$ cat config.mk
export PLATFORM = sky130hd
export DESIGN_NAME = stop_and_wait_frame_receiver
export DESIGN_NICKNAME = d
export VERILOG_FILES = /design/src/rtl/swfr_pkg.sv /design/src/rtl/swfr_front.sv /design/src/rtl/swfr_cmd_fifo.sv /design/src/rtl/swfr_back.sv /design/src/rtl/stop_and_wait_frame_receiver.sv
export SDC_FILE = /design/constraint.sdc
export NUM_CORES = 1
export LEC_CHECK = 0
export BUFFER_PORTS_ARGS = -buffer_cell sky130_fd_sc_hd__buf_2
export CAP_MARGIN = 20
export CELL_PAD_IN_SITES_DETAIL_PLACEMENT = 1
export CELL_PAD_IN_SITES_GLOBAL_PLACEMENT = 1
export CORE_ASPECT_RATIO = 1.1
export CORE_MARGIN = 10
export CORE_UTILIZATION = 43
export DETAILED_ROUTE_END_ITERATION = 10
export PLACE_DENSITY_LB_ADDON = 0.1
export SLEW_MARGIN = 30
export SYNTH_ARGS = -nofsm -noshare
export SYNTH_HDL_FRONTEND = slang
export SYNTH_SLANG_ARGS = --single-unit
$ cat constraint.sdc
create_clock -name clk -period 3.27 [get_ports clk]
set_input_delay 0.4905 -clock clk [delete_from_list [all_inputs] [get_ports clk]]
set_output_delay 0.4905 -clock clk [all_outputs]
set_load 0.05 [all_outputs]
$ cat src/rtl/swfr_pkg.sv
`default_nettype none
// ----------------------------------------------------------------------------
// swfr_pkg: shared types and constants for the stop-and-wait frame receiver
// Link byte codes, result and command encodings, command queue sizing.
// ----------------------------------------------------------------------------
package swfr_pkg;

	localparam logic [7:0] FLAG_BYTE  = 8'h7E;
	localparam logic [7:0] ESC_BYTE   = 8'h7D;
	localparam logic [7:0] ESC_FLAG   = 8'h5E;
	localparam logic [7:0] ESC_ESC    = 8'h5D;
	localparam logic [7:0] CTRL_SEQ0  = 8'h00;
	localparam logic [7:0] CTRL_SEQ1  = 8'h40;
	localparam logic [7:0] RR_SEQ0    = 8'h05;
	localparam logic [7:0] RR_SEQ1    = 8'h85;
	localparam logic [7:0] REJ_SEQ0   = 8'h01;
	localparam logic [7:0] REJ_SEQ1   = 8'h81;
	localparam logic [7:0] ADDR_RESET = 8'h03;

	localparam int LEN_W = 9;

	// result kinds
	localparam logic [1:0] KIND_PAYLOAD = 2'd0;
	localparam logic [1:0] KIND_VERDICT = 2'd1;
	localparam logic [1:0] KIND_REPLY   = 2'd2;

	// verdict codes
	localparam logic [2:0] VERD_ACCEPTED  = 3'd0;
	localparam logic [2:0] VERD_BAD_CHECK = 3'd1;
	localparam logic [2:0] VERD_DUPLICATE = 3'd2;
	localparam logic [2:0] VERD_BAD_ESC   = 3'd3;
	localparam logic [2:0] VERD_EMPTY     = 3'd4;
	localparam logic [2:0] VERD_OVERLONG  = 3'd5;

	// commands from the parser to the result sequencer
	localparam logic [1:0] CMD_PAYLOAD = 2'd0;
	localparam logic [1:0] CMD_ERROR   = 2'd1;
	localparam logic [1:0] CMD_FRAME   = 2'd2;

	// result steps of a finished frame
	localparam logic [2:0] STEP_VERDICT = 3'd0;
	localparam logic [2:0] STEP_OPEN    = 3'd1;
	localparam logic [2:0] STEP_ADDR    = 3'd2;
	localparam logic [2:0] STEP_CTRL    = 3'd3;
	localparam logic [2:0] STEP_CHECK   = 3'd4;
	localparam logic [2:0] STEP_CLOSE   = 3'd5;

	localparam int CQ_DEPTH = 4;
	localparam int CQ_PTR_W = $clog2(CQ_DEPTH);
	localparam int CQ_CNT_W = $clog2(CQ_DEPTH + 1);

	typedef struct packed {
		logic [1:0]       op;
		logic [7:0]       data;
		logic [2:0]       verdict;
		logic [LEN_W-1:0] length;
		logic             seq;
		logic [7:0]       ctrl;
	} cmd_t;

	typedef struct packed {
		logic [1:0]       kind;
		logic [7:0]       byte_value;
		logic [2:0]       verdict;
		logic [LEN_W-1:0] payload_length;
		logic             frame_sequence;
		logic             last;
	} res_t;

endpackage
`default_nettype wire

$ cat src/rtl/swfr_front.sv
`default_nettype none
// ----------------------------------------------------------------------------
// swfr_front: link byte parser
// Hunts for the header, unstuffs the body, holds one byte back for the
// check, and issues one command per item into the command queue.
// ----------------------------------------------------------------------------
module swfr_front #(
	parameter int MAX_PAYLOAD = 256
) (
	input  wire logic          clk,
	input  wire logic          arst_n,
	input  wire logic [7:0]    link_address,
	input  wire logic          push,
	input  wire logic [7:0]    rx_byte,
	input  wire logic          full,
	output logic               cmd_valid,
	output swfr_pkg::cmd_t     cmd
);

	localparam int CNT_W = $clog2(MAX_PAYLOAD + 1);

	localparam logic [2:0] PH_HUNT = 3'd0;
	localparam logic [2:0] PH_FLAG = 3'd1;
	localparam logic [2:0] PH_ADDR = 3'd2;
	localparam logic [2:0] PH_CTRL = 3'd3;
	localparam logic [2:0] PH_BODY = 3'd4;

	logic [2:0]       phase_q, phase_d;
	logic             rseq_q, rseq_d;
	logic             eseq_q, eseq_d;
	logic             esc_q, esc_d;
	logic [7:0]       held_q, held_d;
	logic             held_v_q, held_v_d;
	logic [7:0]       chk_q, chk_d;
	logic [CNT_W-1:0] cnt_q, cnt_d;

	logic       acc;
	logic       emit;
	logic       do_err;
	logic [2:0] err_code;
	logic       data_ok;
	logic [7:0] data;
	logic [7:0] hdr_ctrl;

	assign acc       = push && !full;
	assign cmd_valid = acc && emit;
	assign hdr_ctrl  = rseq_q ? swfr_pkg::CTRL_SEQ1 : swfr_pkg::CTRL_SEQ0;

	always_comb begin
		phase_d  = phase_q;
		rseq_d   = rseq_q;
		eseq_d   = eseq_q;
		esc_d    = esc_q;
		held_d   = held_q;
		held_v_d = held_v_q;
		chk_d    = chk_q;
		cnt_d    = cnt_q;
		emit     = 1'b0;
		do_err   = 1'b0;
		err_code = swfr_pkg::VERD_BAD_ESC;
		data_ok  = 1'b0;
		data     = rx_byte;
		cmd      = '0;
		cmd.seq  = rseq_q;
		case (phase_q)
			PH_FLAG: begin
				if (rx_byte == link_address) begin
					phase_d = PH_ADDR;
				end else if (rx_byte != swfr_pkg::FLAG_BYTE) begin
					phase_d = PH_HUNT;
				end
			end
			PH_ADDR: begin
				if (rx_byte == swfr_pkg::CTRL_SEQ0 || rx_byte == swfr_pkg::CTRL_SEQ1) begin
					rseq_d  = (rx_byte == swfr_pkg::CTRL_SEQ1);
					phase_d = PH_CTRL;
				end else begin
					phase_d = (rx_byte == swfr_pkg::FLAG_BYTE) ? PH_FLAG : PH_HUNT;
				end
			end
			PH_CTRL: begin
				if (rx_byte == (link_address ^ hdr_ctrl)) begin
					phase_d  = PH_BODY;
					esc_d    = 1'b0;
					held_v_d = 1'b0;
					held_d   = '0;
					chk_d    = '0;
					cnt_d    = '0;
				end else begin
					phase_d = (rx_byte == swfr_pkg::FLAG_BYTE) ? PH_FLAG : PH_HUNT;
				end
			end
			PH_BODY: begin
				if (esc_q) begin
					esc_d = 1'b0;
					if (rx_byte == swfr_pkg::ESC_FLAG) begin
						data    = swfr_pkg::FLAG_BYTE;
						data_ok = 1'b1;
					end else if (rx_byte == swfr_pkg::ESC_ESC) begin
						data    = swfr_pkg::ESC_BYTE;
						data_ok = 1'b1;
					end else begin
						do_err   = 1'b1;
						err_code = swfr_pkg::VERD_BAD_ESC;
					end
				end else if (rx_byte == swfr_pkg::FLAG_BYTE) begin
					if (!held_v_q) begin
						do_err   = 1'b1;
						err_code = swfr_pkg::VERD_EMPTY;
					end else begin
						// closing flag: held byte is the check
						emit       = 1'b1;
						phase_d    = PH_HUNT;
						cmd.op     = swfr_pkg::CMD_FRAME;
						cmd.length = swfr_pkg::LEN_W'(cnt_q);
						if (rseq_q != eseq_q) begin
							cmd.verdict = swfr_pkg::VERD_DUPLICATE;
							cmd.ctrl    = eseq_q ? swfr_pkg::RR_SEQ1 : swfr_pkg::RR_SEQ0;
						end else if (chk_q != held_q) begin
							cmd.verdict = swfr_pkg::VERD_BAD_CHECK;
							cmd.ctrl    = eseq_q ? swfr_pkg::REJ_SEQ1 : swfr_pkg::REJ_SEQ0;
						end else begin
							cmd.verdict = swfr_pkg::VERD_ACCEPTED;
							eseq_d      = !eseq_q;
							cmd.ctrl    = eseq_q ? swfr_pkg::RR_SEQ0 : swfr_pkg::RR_SEQ1;
						end
					end
				end else if (rx_byte == swfr_pkg::ESC_BYTE) begin
					esc_d = 1'b1;
				end else begin
					data_ok = 1'b1;
				end

				if (data_ok) begin
					if (held_v_q && cnt_q >= CNT_W'(MAX_PAYLOAD)) begin
						do_err   = 1'b1;
						err_code = swfr_pkg::VERD_OVERLONG;
					end else begin
						if (held_v_q) begin
							emit     = 1'b1;
							cmd.op   = swfr_pkg::CMD_PAYLOAD;
							cmd.data = held_q;
							chk_d    = chk_q ^ held_q;
							cnt_d    = cnt_q + 1'b1;
						end
						held_d   = data;
						held_v_d = 1'b1;
					end
				end

				if (do_err) begin
					emit        = 1'b1;
					cmd.op      = swfr_pkg::CMD_ERROR;
					cmd.verdict = err_code;
					cmd.length  = swfr_pkg::LEN_W'(cnt_q);
					phase_d     = PH_HUNT;
					esc_d       = 1'b0;
				end
			end
			default: begin
				phase_d = (rx_byte == swfr_pkg::FLAG_BYTE) ? PH_FLAG : PH_HUNT;
			end
		endcase
	end

	always_ff @(posedge clk or negedge arst_n) begin
		if (!arst_n) begin
			phase_q  <= PH_HUNT;
			rseq_q   <= 1'b0;
			eseq_q   <= 1'b0;
			esc_q    <= 1'b0;
			held_q   <= '0;
			held_v_q <= 1'b0;
			chk_q    <= '0;
			cnt_q    <= '0;
		end else if (acc) begin
			phase_q  <= phase_d;
			rseq_q   <= rseq_d;
			eseq_q   <= eseq_d;
			esc_q    <= esc_d;
			held_q   <= held_d;
			held_v_q <= held_v_d;
			chk_q    <= chk_d;
			cnt_q    <= cnt_d;
		end
	end

`ifndef SYNTHESIS
	a_esc_in_body: assert property (@(posedge clk) disable iff (!arst_n)
		esc_q |-> phase_q == PH_BODY)
		else $error("escape pending outside frame body");
	a_cnt_bound: assert property (@(posedge clk) disable iff (!arst_n)
		cnt_q <= CNT_W'(MAX_PAYLOAD))
		else $error("payload count beyond limit");
`endif

endmodule
`default_nettype wire

$ cat src/rtl/swfr_cmd_fifo.sv
`default_nettype none
// ----------------------------------------------------------------------------
// swfr_cmd_fifo: command queue between parser and result sequencer
// Small register queue, one write and one read of the head per cycle.
// ----------------------------------------------------------------------------
module swfr_cmd_fifo (
	input  wire logic           clk,
	input  wire logic           arst_n,
	input  wire logic           wr_en,
	input  wire swfr_pkg::cmd_t wr_data,
	input  wire logic           rd_en,
	output swfr_pkg::cmd_t      rd_data,
	output logic                valid,
	output logic                full
);

	swfr_pkg::cmd_t                mem_q [swfr_pkg::CQ_DEPTH];
	logic [swfr_pkg::CQ_PTR_W-1:0] wp_q;
	logic [swfr_pkg::CQ_PTR_W-1:0] rp_q;
	logic [swfr_pkg::CQ_CNT_W-1:0] cnt_q;

	assign valid   = (cnt_q != '0);
	assign full    = (cnt_q == swfr_pkg::CQ_CNT_W'(swfr_pkg::CQ_DEPTH));
	assign rd_data = mem_q[rp_q];

	always_ff @(posedge clk) begin
		if (wr_en) begin
			mem_q[wp_q] <= wr_data;
		end
	end

	always_ff @(posedge clk or negedge arst_n) begin
		if (!arst_n) begin
			wp_q  <= '0;
			rp_q  <= '0;
			cnt_q <= '0;
		end else begin
			if (wr_en) begin
				wp_q <= wp_q + 1'b1;
			end
			if (rd_en) begin
				rp_q <= rp_q + 1'b1;
			end
			if (wr_en && !rd_en) begin
				cnt_q <= cnt_q + 1'b1;
			end else if (rd_en && !wr_en) begin
				cnt_q <= cnt_q - 1'b1;
			end
		end
	end

`ifndef SYNTHESIS
	a_no_overrun: assert property (@(posedge clk) disable iff (!arst_n)
		wr_en && !rd_en |-> !full)
		else $error("command queue overrun");
	a_no_underrun: assert property (@(posedge clk) disable iff (!arst_n)
		rd_en |-> valid)
		else $error("command queue underrun");
`endif

endmodule
`default_nettype wire

$ cat src/rtl/swfr_back.sv
`default_nettype none
// ----------------------------------------------------------------------------
// swfr_back: result sequencer
// Expands each command into its results (one, or six for a finished frame)
// and holds the oldest result in an output register.
// ----------------------------------------------------------------------------
module swfr_back (
	input  wire logic           clk,
	input  wire logic           arst_n,
	input  wire logic [7:0]     link_address,
	input  wire logic           head_valid,
	input  wire swfr_pkg::cmd_t head,
	output logic                rd_en,
	input  wire logic           pop,
	output logic                empty,
	output swfr_pkg::res_t      res
);

	logic [2:0]     step_q;
	logic           out_valid_q;
	swfr_pkg::res_t res_q;
	swfr_pkg::res_t res_d;
	logic           fin;
	logic           adv;
	logic           pop_ok;

	assign empty  = !out_valid_q;
	assign res    = res_q;
	assign pop_ok = pop && out_valid_q;
	assign adv    = head_valid && (!out_valid_q || pop);
	assign rd_en  = adv && fin;

	always_comb begin
		res_d = '0;
		fin   = 1'b1;
		case (head.op)
			swfr_pkg::CMD_PAYLOAD: begin
				res_d.kind           = swfr_pkg::KIND_PAYLOAD;
				res_d.byte_value     = head.data;
				res_d.frame_sequence = head.seq;
				res_d.last           = 1'b1;
			end
			swfr_pkg::CMD_ERROR: begin
				res_d.kind           = swfr_pkg::KIND_VERDICT;
				res_d.verdict        = head.verdict;
				res_d.payload_length = head.length;
				res_d.frame_sequence = head.seq;
				res_d.last           = 1'b1;
			end
			swfr_pkg::CMD_FRAME: begin
				fin        = 1'b0;
				res_d.kind = swfr_pkg::KIND_REPLY;
				case (step_q)
					swfr_pkg::STEP_VERDICT: begin
						res_d.kind           = swfr_pkg::KIND_VERDICT;
						res_d.verdict        = head.verdict;
						res_d.payload_length = head.length;
						res_d.frame_sequence = head.seq;
					end
					swfr_pkg::STEP_OPEN:  res_d.byte_value = swfr_pkg::FLAG_BYTE;
					swfr_pkg::STEP_ADDR:  res_d.byte_value = link_address;
					swfr_pkg::STEP_CTRL:  res_d.byte_value = head.ctrl;
					swfr_pkg::STEP_CHECK: res_d.byte_value = link_address ^ head.ctrl;
					swfr_pkg::STEP_CLOSE: begin
						res_d.byte_value = swfr_pkg::FLAG_BYTE;
						res_d.last       = 1'b1;
						fin              = 1'b1;
					end
					default: begin
						fin = 1'b1;
					end
				endcase
			end
			default: begin
				fin = 1'b1;
			end
		endcase
	end

	always_ff @(posedge clk or negedge arst_n) begin
		if (!arst_n) begin
			step_q      <= swfr_pkg::STEP_VERDICT;
			out_valid_q <= 1'b0;
		end else if (adv) begin
			out_valid_q <= 1'b1;
			step_q      <= fin ? swfr_pkg::STEP_VERDICT : step_q + 1'b1;
		end else if (pop_ok) begin
			out_valid_q <= 1'b0;
		end
	end

	always_ff @(posedge clk) begin
		if (adv) begin
			res_q <= res_d;
		end
	end

`ifndef SYNTHESIS
	a_step_in_frame: assert property (@(posedge clk) disable iff (!arst_n)
		step_q != swfr_pkg::STEP_VERDICT |-> head_valid && head.op == swfr_pkg::CMD_FRAME)
		else $error("reply step without a frame command at the head");
	a_retire_on_last: assert property (@(posedge clk) disable iff (!arst_n)
		rd_en |-> res_d.last)
		else $error("command retired without its last result");
`endif

endmodule
`default_nettype wire

$ cat src/rtl/stop_and_wait_frame_receiver.sv
`default_nettype none
// ----------------------------------------------------------------------------
// stop_and_wait_frame_receiver: byte-stuffed stop-and-wait link receiver
// Header hunt, unstuffing, check, verdict and RR/REJ reply generation.
// ----------------------------------------------------------------------------
// The receiver takes one link byte per clock whenever full is low. Payload
// bytes come out one byte late (the last body byte is the check) and stay
// provisional until an accepted verdict. A closing flag after a check byte
// yields six results: the verdict followed by a five-byte RR or REJ reply;
// the result sequencer moves them out one per cycle while pop keeps the
// output register free, and the parser keeps taking bytes into a four-entry
// command queue meanwhile. Every other byte yields at most one result. Write
// link_address only while the block is idle.
module stop_and_wait_frame_receiver #(
	parameter int MAX_PAYLOAD = 256
) (
	input  wire logic       clk,
	input  wire logic       arst_n,
	input  wire logic       link_address_we,
	input  wire logic [7:0] link_address_wdata,
	input  wire logic       push,
	input  wire logic [7:0] rx_byte,
	output logic            full,
	output logic            empty,
	input  wire logic       pop,
	output logic [1:0]      kind,
	output logic [7:0]      byte_value,
	output logic [2:0]      verdict,
	output logic [8:0]      payload_length,
	output logic            frame_sequence,
	output logic            last
);

	logic [7:0]     link_address_q;
	logic           cmd_valid;
	swfr_pkg::cmd_t cmd;
	swfr_pkg::cmd_t head;
	logic           head_valid;
	logic           rd_en;
	swfr_pkg::res_t res;

	always_ff @(posedge clk or negedge arst_n) begin
		if (!arst_n) begin
			link_address_q <= swfr_pkg::ADDR_RESET;
		end else if (link_address_we) begin
			link_address_q <= link_address_wdata;
		end
	end

	swfr_front #(
		.MAX_PAYLOAD(MAX_PAYLOAD)
	) u_front (
		.clk          (clk),
		.arst_n       (arst_n),
		.link_address (link_address_q),
		.push         (push),
		.rx_byte      (rx_byte),
		.full         (full),
		.cmd_valid    (cmd_valid),
		.cmd          (cmd)
	);

	swfr_cmd_fifo u_cmd_fifo (
		.clk     (clk),
		.arst_n  (arst_n),
		.wr_en   (cmd_valid),
		.wr_data (cmd),
		.rd_en   (rd_en),
		.rd_data (head),
		.valid   (head_valid),
		.full    (full)
	);

	swfr_back u_back (
		.clk          (clk),
		.arst_n       (arst_n),
		.link_address (link_address_q),
		.head_valid   (head_valid),
		.head         (head),
		.rd_en        (rd_en),
		.pop          (pop),
		.empty        (empty),
		.res          (res)
	);

	assign kind           = res.kind;
	assign byte_value     = res.byte_value;
	assign verdict        = res.verdict;
	assign payload_length = res.payload_length;
	assign frame_sequence = res.frame_sequence;
	assign last           = res.last;

endmodule
`default_nettype wire

==> flow_summary.ini <==
[place]
place.detailed.hpwl_microns = 14200
pre_cts_slack_ns = 0.248
dpl.cell_count = 859
gp_congestion = 0.861
port_buffers = 46

[grt]
grt_antenna_before_repair = 0
gr-usage-met3_pct = 3.41
use_met2_pct = 26.8
use_met1_pct = 20.8
grt_overflow = 0
grt_start_max_net_pins = 29
grt_use_total_pct = 16.1
grt_most_used_layer = met2
grt_pass1_vias = 5466
grt_pass1_wl_microns = 31400

[die]
core.rowCount = 52
die_y_microns = 165
die_area_sq_um = 25100
core-area_sq_um = 18600
pin_count = 47
die_w_microns = 152
floorplan.initialDensity_pct = 44.2

[worst_setup_path]
reg2reg_slack_ns = 0.25
crit_slowest_cell = mux4_2
r2r_end = u_cmd_fifo.cnt_q[2]
crit_arrival_ns = 3.37
cp_common_cell = inv_1
critPathTopFamily = adder cells
path_max_fanout = 4
end_kind = flip-flop
critPathRequiredTime_ns = 3.63
worstRegToRegCells = 12
worstSetupPathType = flip-flop to flip-flop
critical_path.max_stage_delay_ns = 0.57
timing.rr.start = u_cmd_fifo.rp_q[0]
critPathLaunchType = flip-flop
cp_num_buf_inv = 3
cp_cell_sequence = mux4_2 -> inv_1 -> ha_1 -> o31ai_1 -> and2_1 -> inv_1 -> ha_1 -> inv_1 -> fa_1 -> xor2_1 -> nor2_1 -> xor2_1

[synthesis]
ys_top_cells_by_area = edfxtp_1, dfrtp_1, mux4_2
syn_area_sq_um = 8220
synth-edff-count = 128
synth_cell_type_count = 65
synth.largest_area_cell = edfxtp_1
yosys.area_share.simple_pct = 10.1
synth_warnings = 0
syn_nets = 614
muxShareOfSynthArea_pct = 10.6
synth_top_cell_area_share_pct = 46.8
ys_ff_latch = 179
postSynth.asyncResetShare_pct = 28.5
synth.yosys.seq_area_share_pct = 62.3
yosys.area_share.xor_xnor_pct = 3.27
syn_avg_cell_area_sq_um = 14.2
synth_top_family_by_area = multiplexers
synth_cells = 577
synthAdderAreaFrac_pct = 2.53
synth_compound_area_share_pct = 7.52
synth_flop_cell = edfxtp_1

[layout]
final_cell_mix = edfxtp_1, dfrtp_1, buf_2, inv_1, nand2_1
diodes = 0
multi_input_area_sq_um = 2810
final_common_cell = edfxtp_1
n_fill_cell = 1885
final_net_count = 672
drive_gt1_share_pct = 23.6
final_cell_count_no_fill = 891
area_growth_pct = 14.0
ff_latch_area_sq_um = 5120

[clock_tree]
clock_latency_ns = 0.43
clk_pin_slew_ns = 0.07
cts_hold_buffers = 0
post-cts-setup-buffer-count = 0
cts_buffers = 17
clock_path_buffers = 2
cts_tree = yes
numClockSinks = 179
clockRootBuffer = clkbuf_16
cts_resized = 0
htree_levels = 4

[timing]
setup_ws_ns = 0.253
final_hold_viol_count = 0
max_clock_freq_mhz = 331
relSlewSlack_pct = 37.5
period_share_pct = 92.3
worst_pin_slew_ns = 0.928
fin_crit_ns = 3.02
fin_setup_tns_ns = 0
skew_ns = 0.00799
slew_violations = 0
setup-violations-final = 0
holdWs_ns = 0.00560
rsz0062_at_grt = false

[route]
routed_wl_microns = 19800
ant_nets = 0
via_per_inst = 5.57
post_drt_wl_per_cell_microns = 22.2
vias = 4961
drt_pass1_iterations = 4
drtIter0Drc = 291
drcViolationCount = 0

[power_and_ir_drop]
pwr_density_cell_nw_per_um2 = 679
power_mw = 6.36
leakagePower_nw = 3.62
ir_drop_mv = 0.544

[worst_hold_path]
hold_path_class = primary input to async pin

[job]
max_cap_viol_count = 0

[status]
status = finished clean
-- per-stage QoR --
step           util, %  instance area [sq um]
2_1_floorplan        -                   8230
3_3_place_gp      47.2                   8780
3_5_place_dp      47.2                   8780
4_1_cts           50.3                   9370
5_1_grt           50.3                   9370
6_report          50.3                   9370
-- cell usage after synthesis (6+ instances only) --
library cell and count:
mux4_2 25, inv_1 40, ha_1 15, a22oi_1 11
mux2i_1 13, a21o_1 6, a211oi_1 6, a22o_1 9
nor3_1 8, xnor2_1 9, a31oi_1 7, a21oi_1 11
nand2_1 38, edfxtp_1 128, nand3_1 8, nor2b_1 14
nor2_1 7, buf_2 7, mux2_2 16, and2_1 14
dfrtp_1 49, o21ai_0 14, nand2b_1 13, nor4_1 16
clkbuf_1 14, xor2_1 19
-- flip-flops by register name, summed over array words and instances, names as in the netlist, 2 cells and up --
name and flops:
u_front.held_q 8, u_cmd_fifo.mem_q 104, u_cmd_fifo.cnt_q 3, u_cmd_fifo.wp_q 2, u_back.res 24, u_back.step_q 3, link_address_q 8, u_cmd_fifo.rp_q 2
u_front.cnt_q 9, u_front.phase_q 3, u_front.chk_q 8
-- area by class of cell --
type                    instances  area share [%]
repair buffers                 67            4.14
inverters                      40            1.60
multi-input cells             330            30.0
flip-flops and latches        179            54.7
clock buffers                  17            4.54
well taps                     243            3.25
clock inverters                15            1.79
-- routing by layer --
metal	vias to the layer above	part of all wire, %	wire length, microns
met5	-	0	0
met4	0	1.3	262
met3	20	4.0	802
met2	93	50	9840
met1	2574	45	8910
li1	2274	-	-
-- power by group --
group | internal, mW | switching, mW | total (mW)
clock | 1.09 | 0.951 | 2.04
sequential | 2.66 | 0.161 | 2.82
combinational | 0.521 | 0.974 | 1.50
-- logic make-up (layout without fill, tap and decap cells) --
group           Yosys count  in the layout
buf+inv                  68            139
mux                      54             54
flops                   179            179
fa+ha+maj                16             16
xor+xnor                 29             29
compound gates           85             85
simple gates            146            146
-- worst max path at each step --
stage | cells past startpoint | to | from | slack (ns)
after CTS | 12 | u_cmd_fifo.cnt_q[2] | u_cmd_fifo.rp_q[0] | 0.24
after global routing | 12 | u_cmd_fifo.cnt_q[2] | u_cmd_fifo.rp_q[0] | 0.07
final | 12 | u_cmd_fifo.cnt_q[2] | u_cmd_fifo.rp_q[0] | 0.25
after detailed placement | 11 | u_cmd_fifo.cnt_q[2] | rx_byte[4] | 0.25
after floorplan | 15 | u_cmd_fifo.cnt_q[2] | u_cmd_fifo.rp_q[0] | 0.10
after global placement | 11 | u_cmd_fifo.cnt_q[2] | rx_byte[4] | 0.35
No activity file was read; power rests on OpenSTA's default activity.
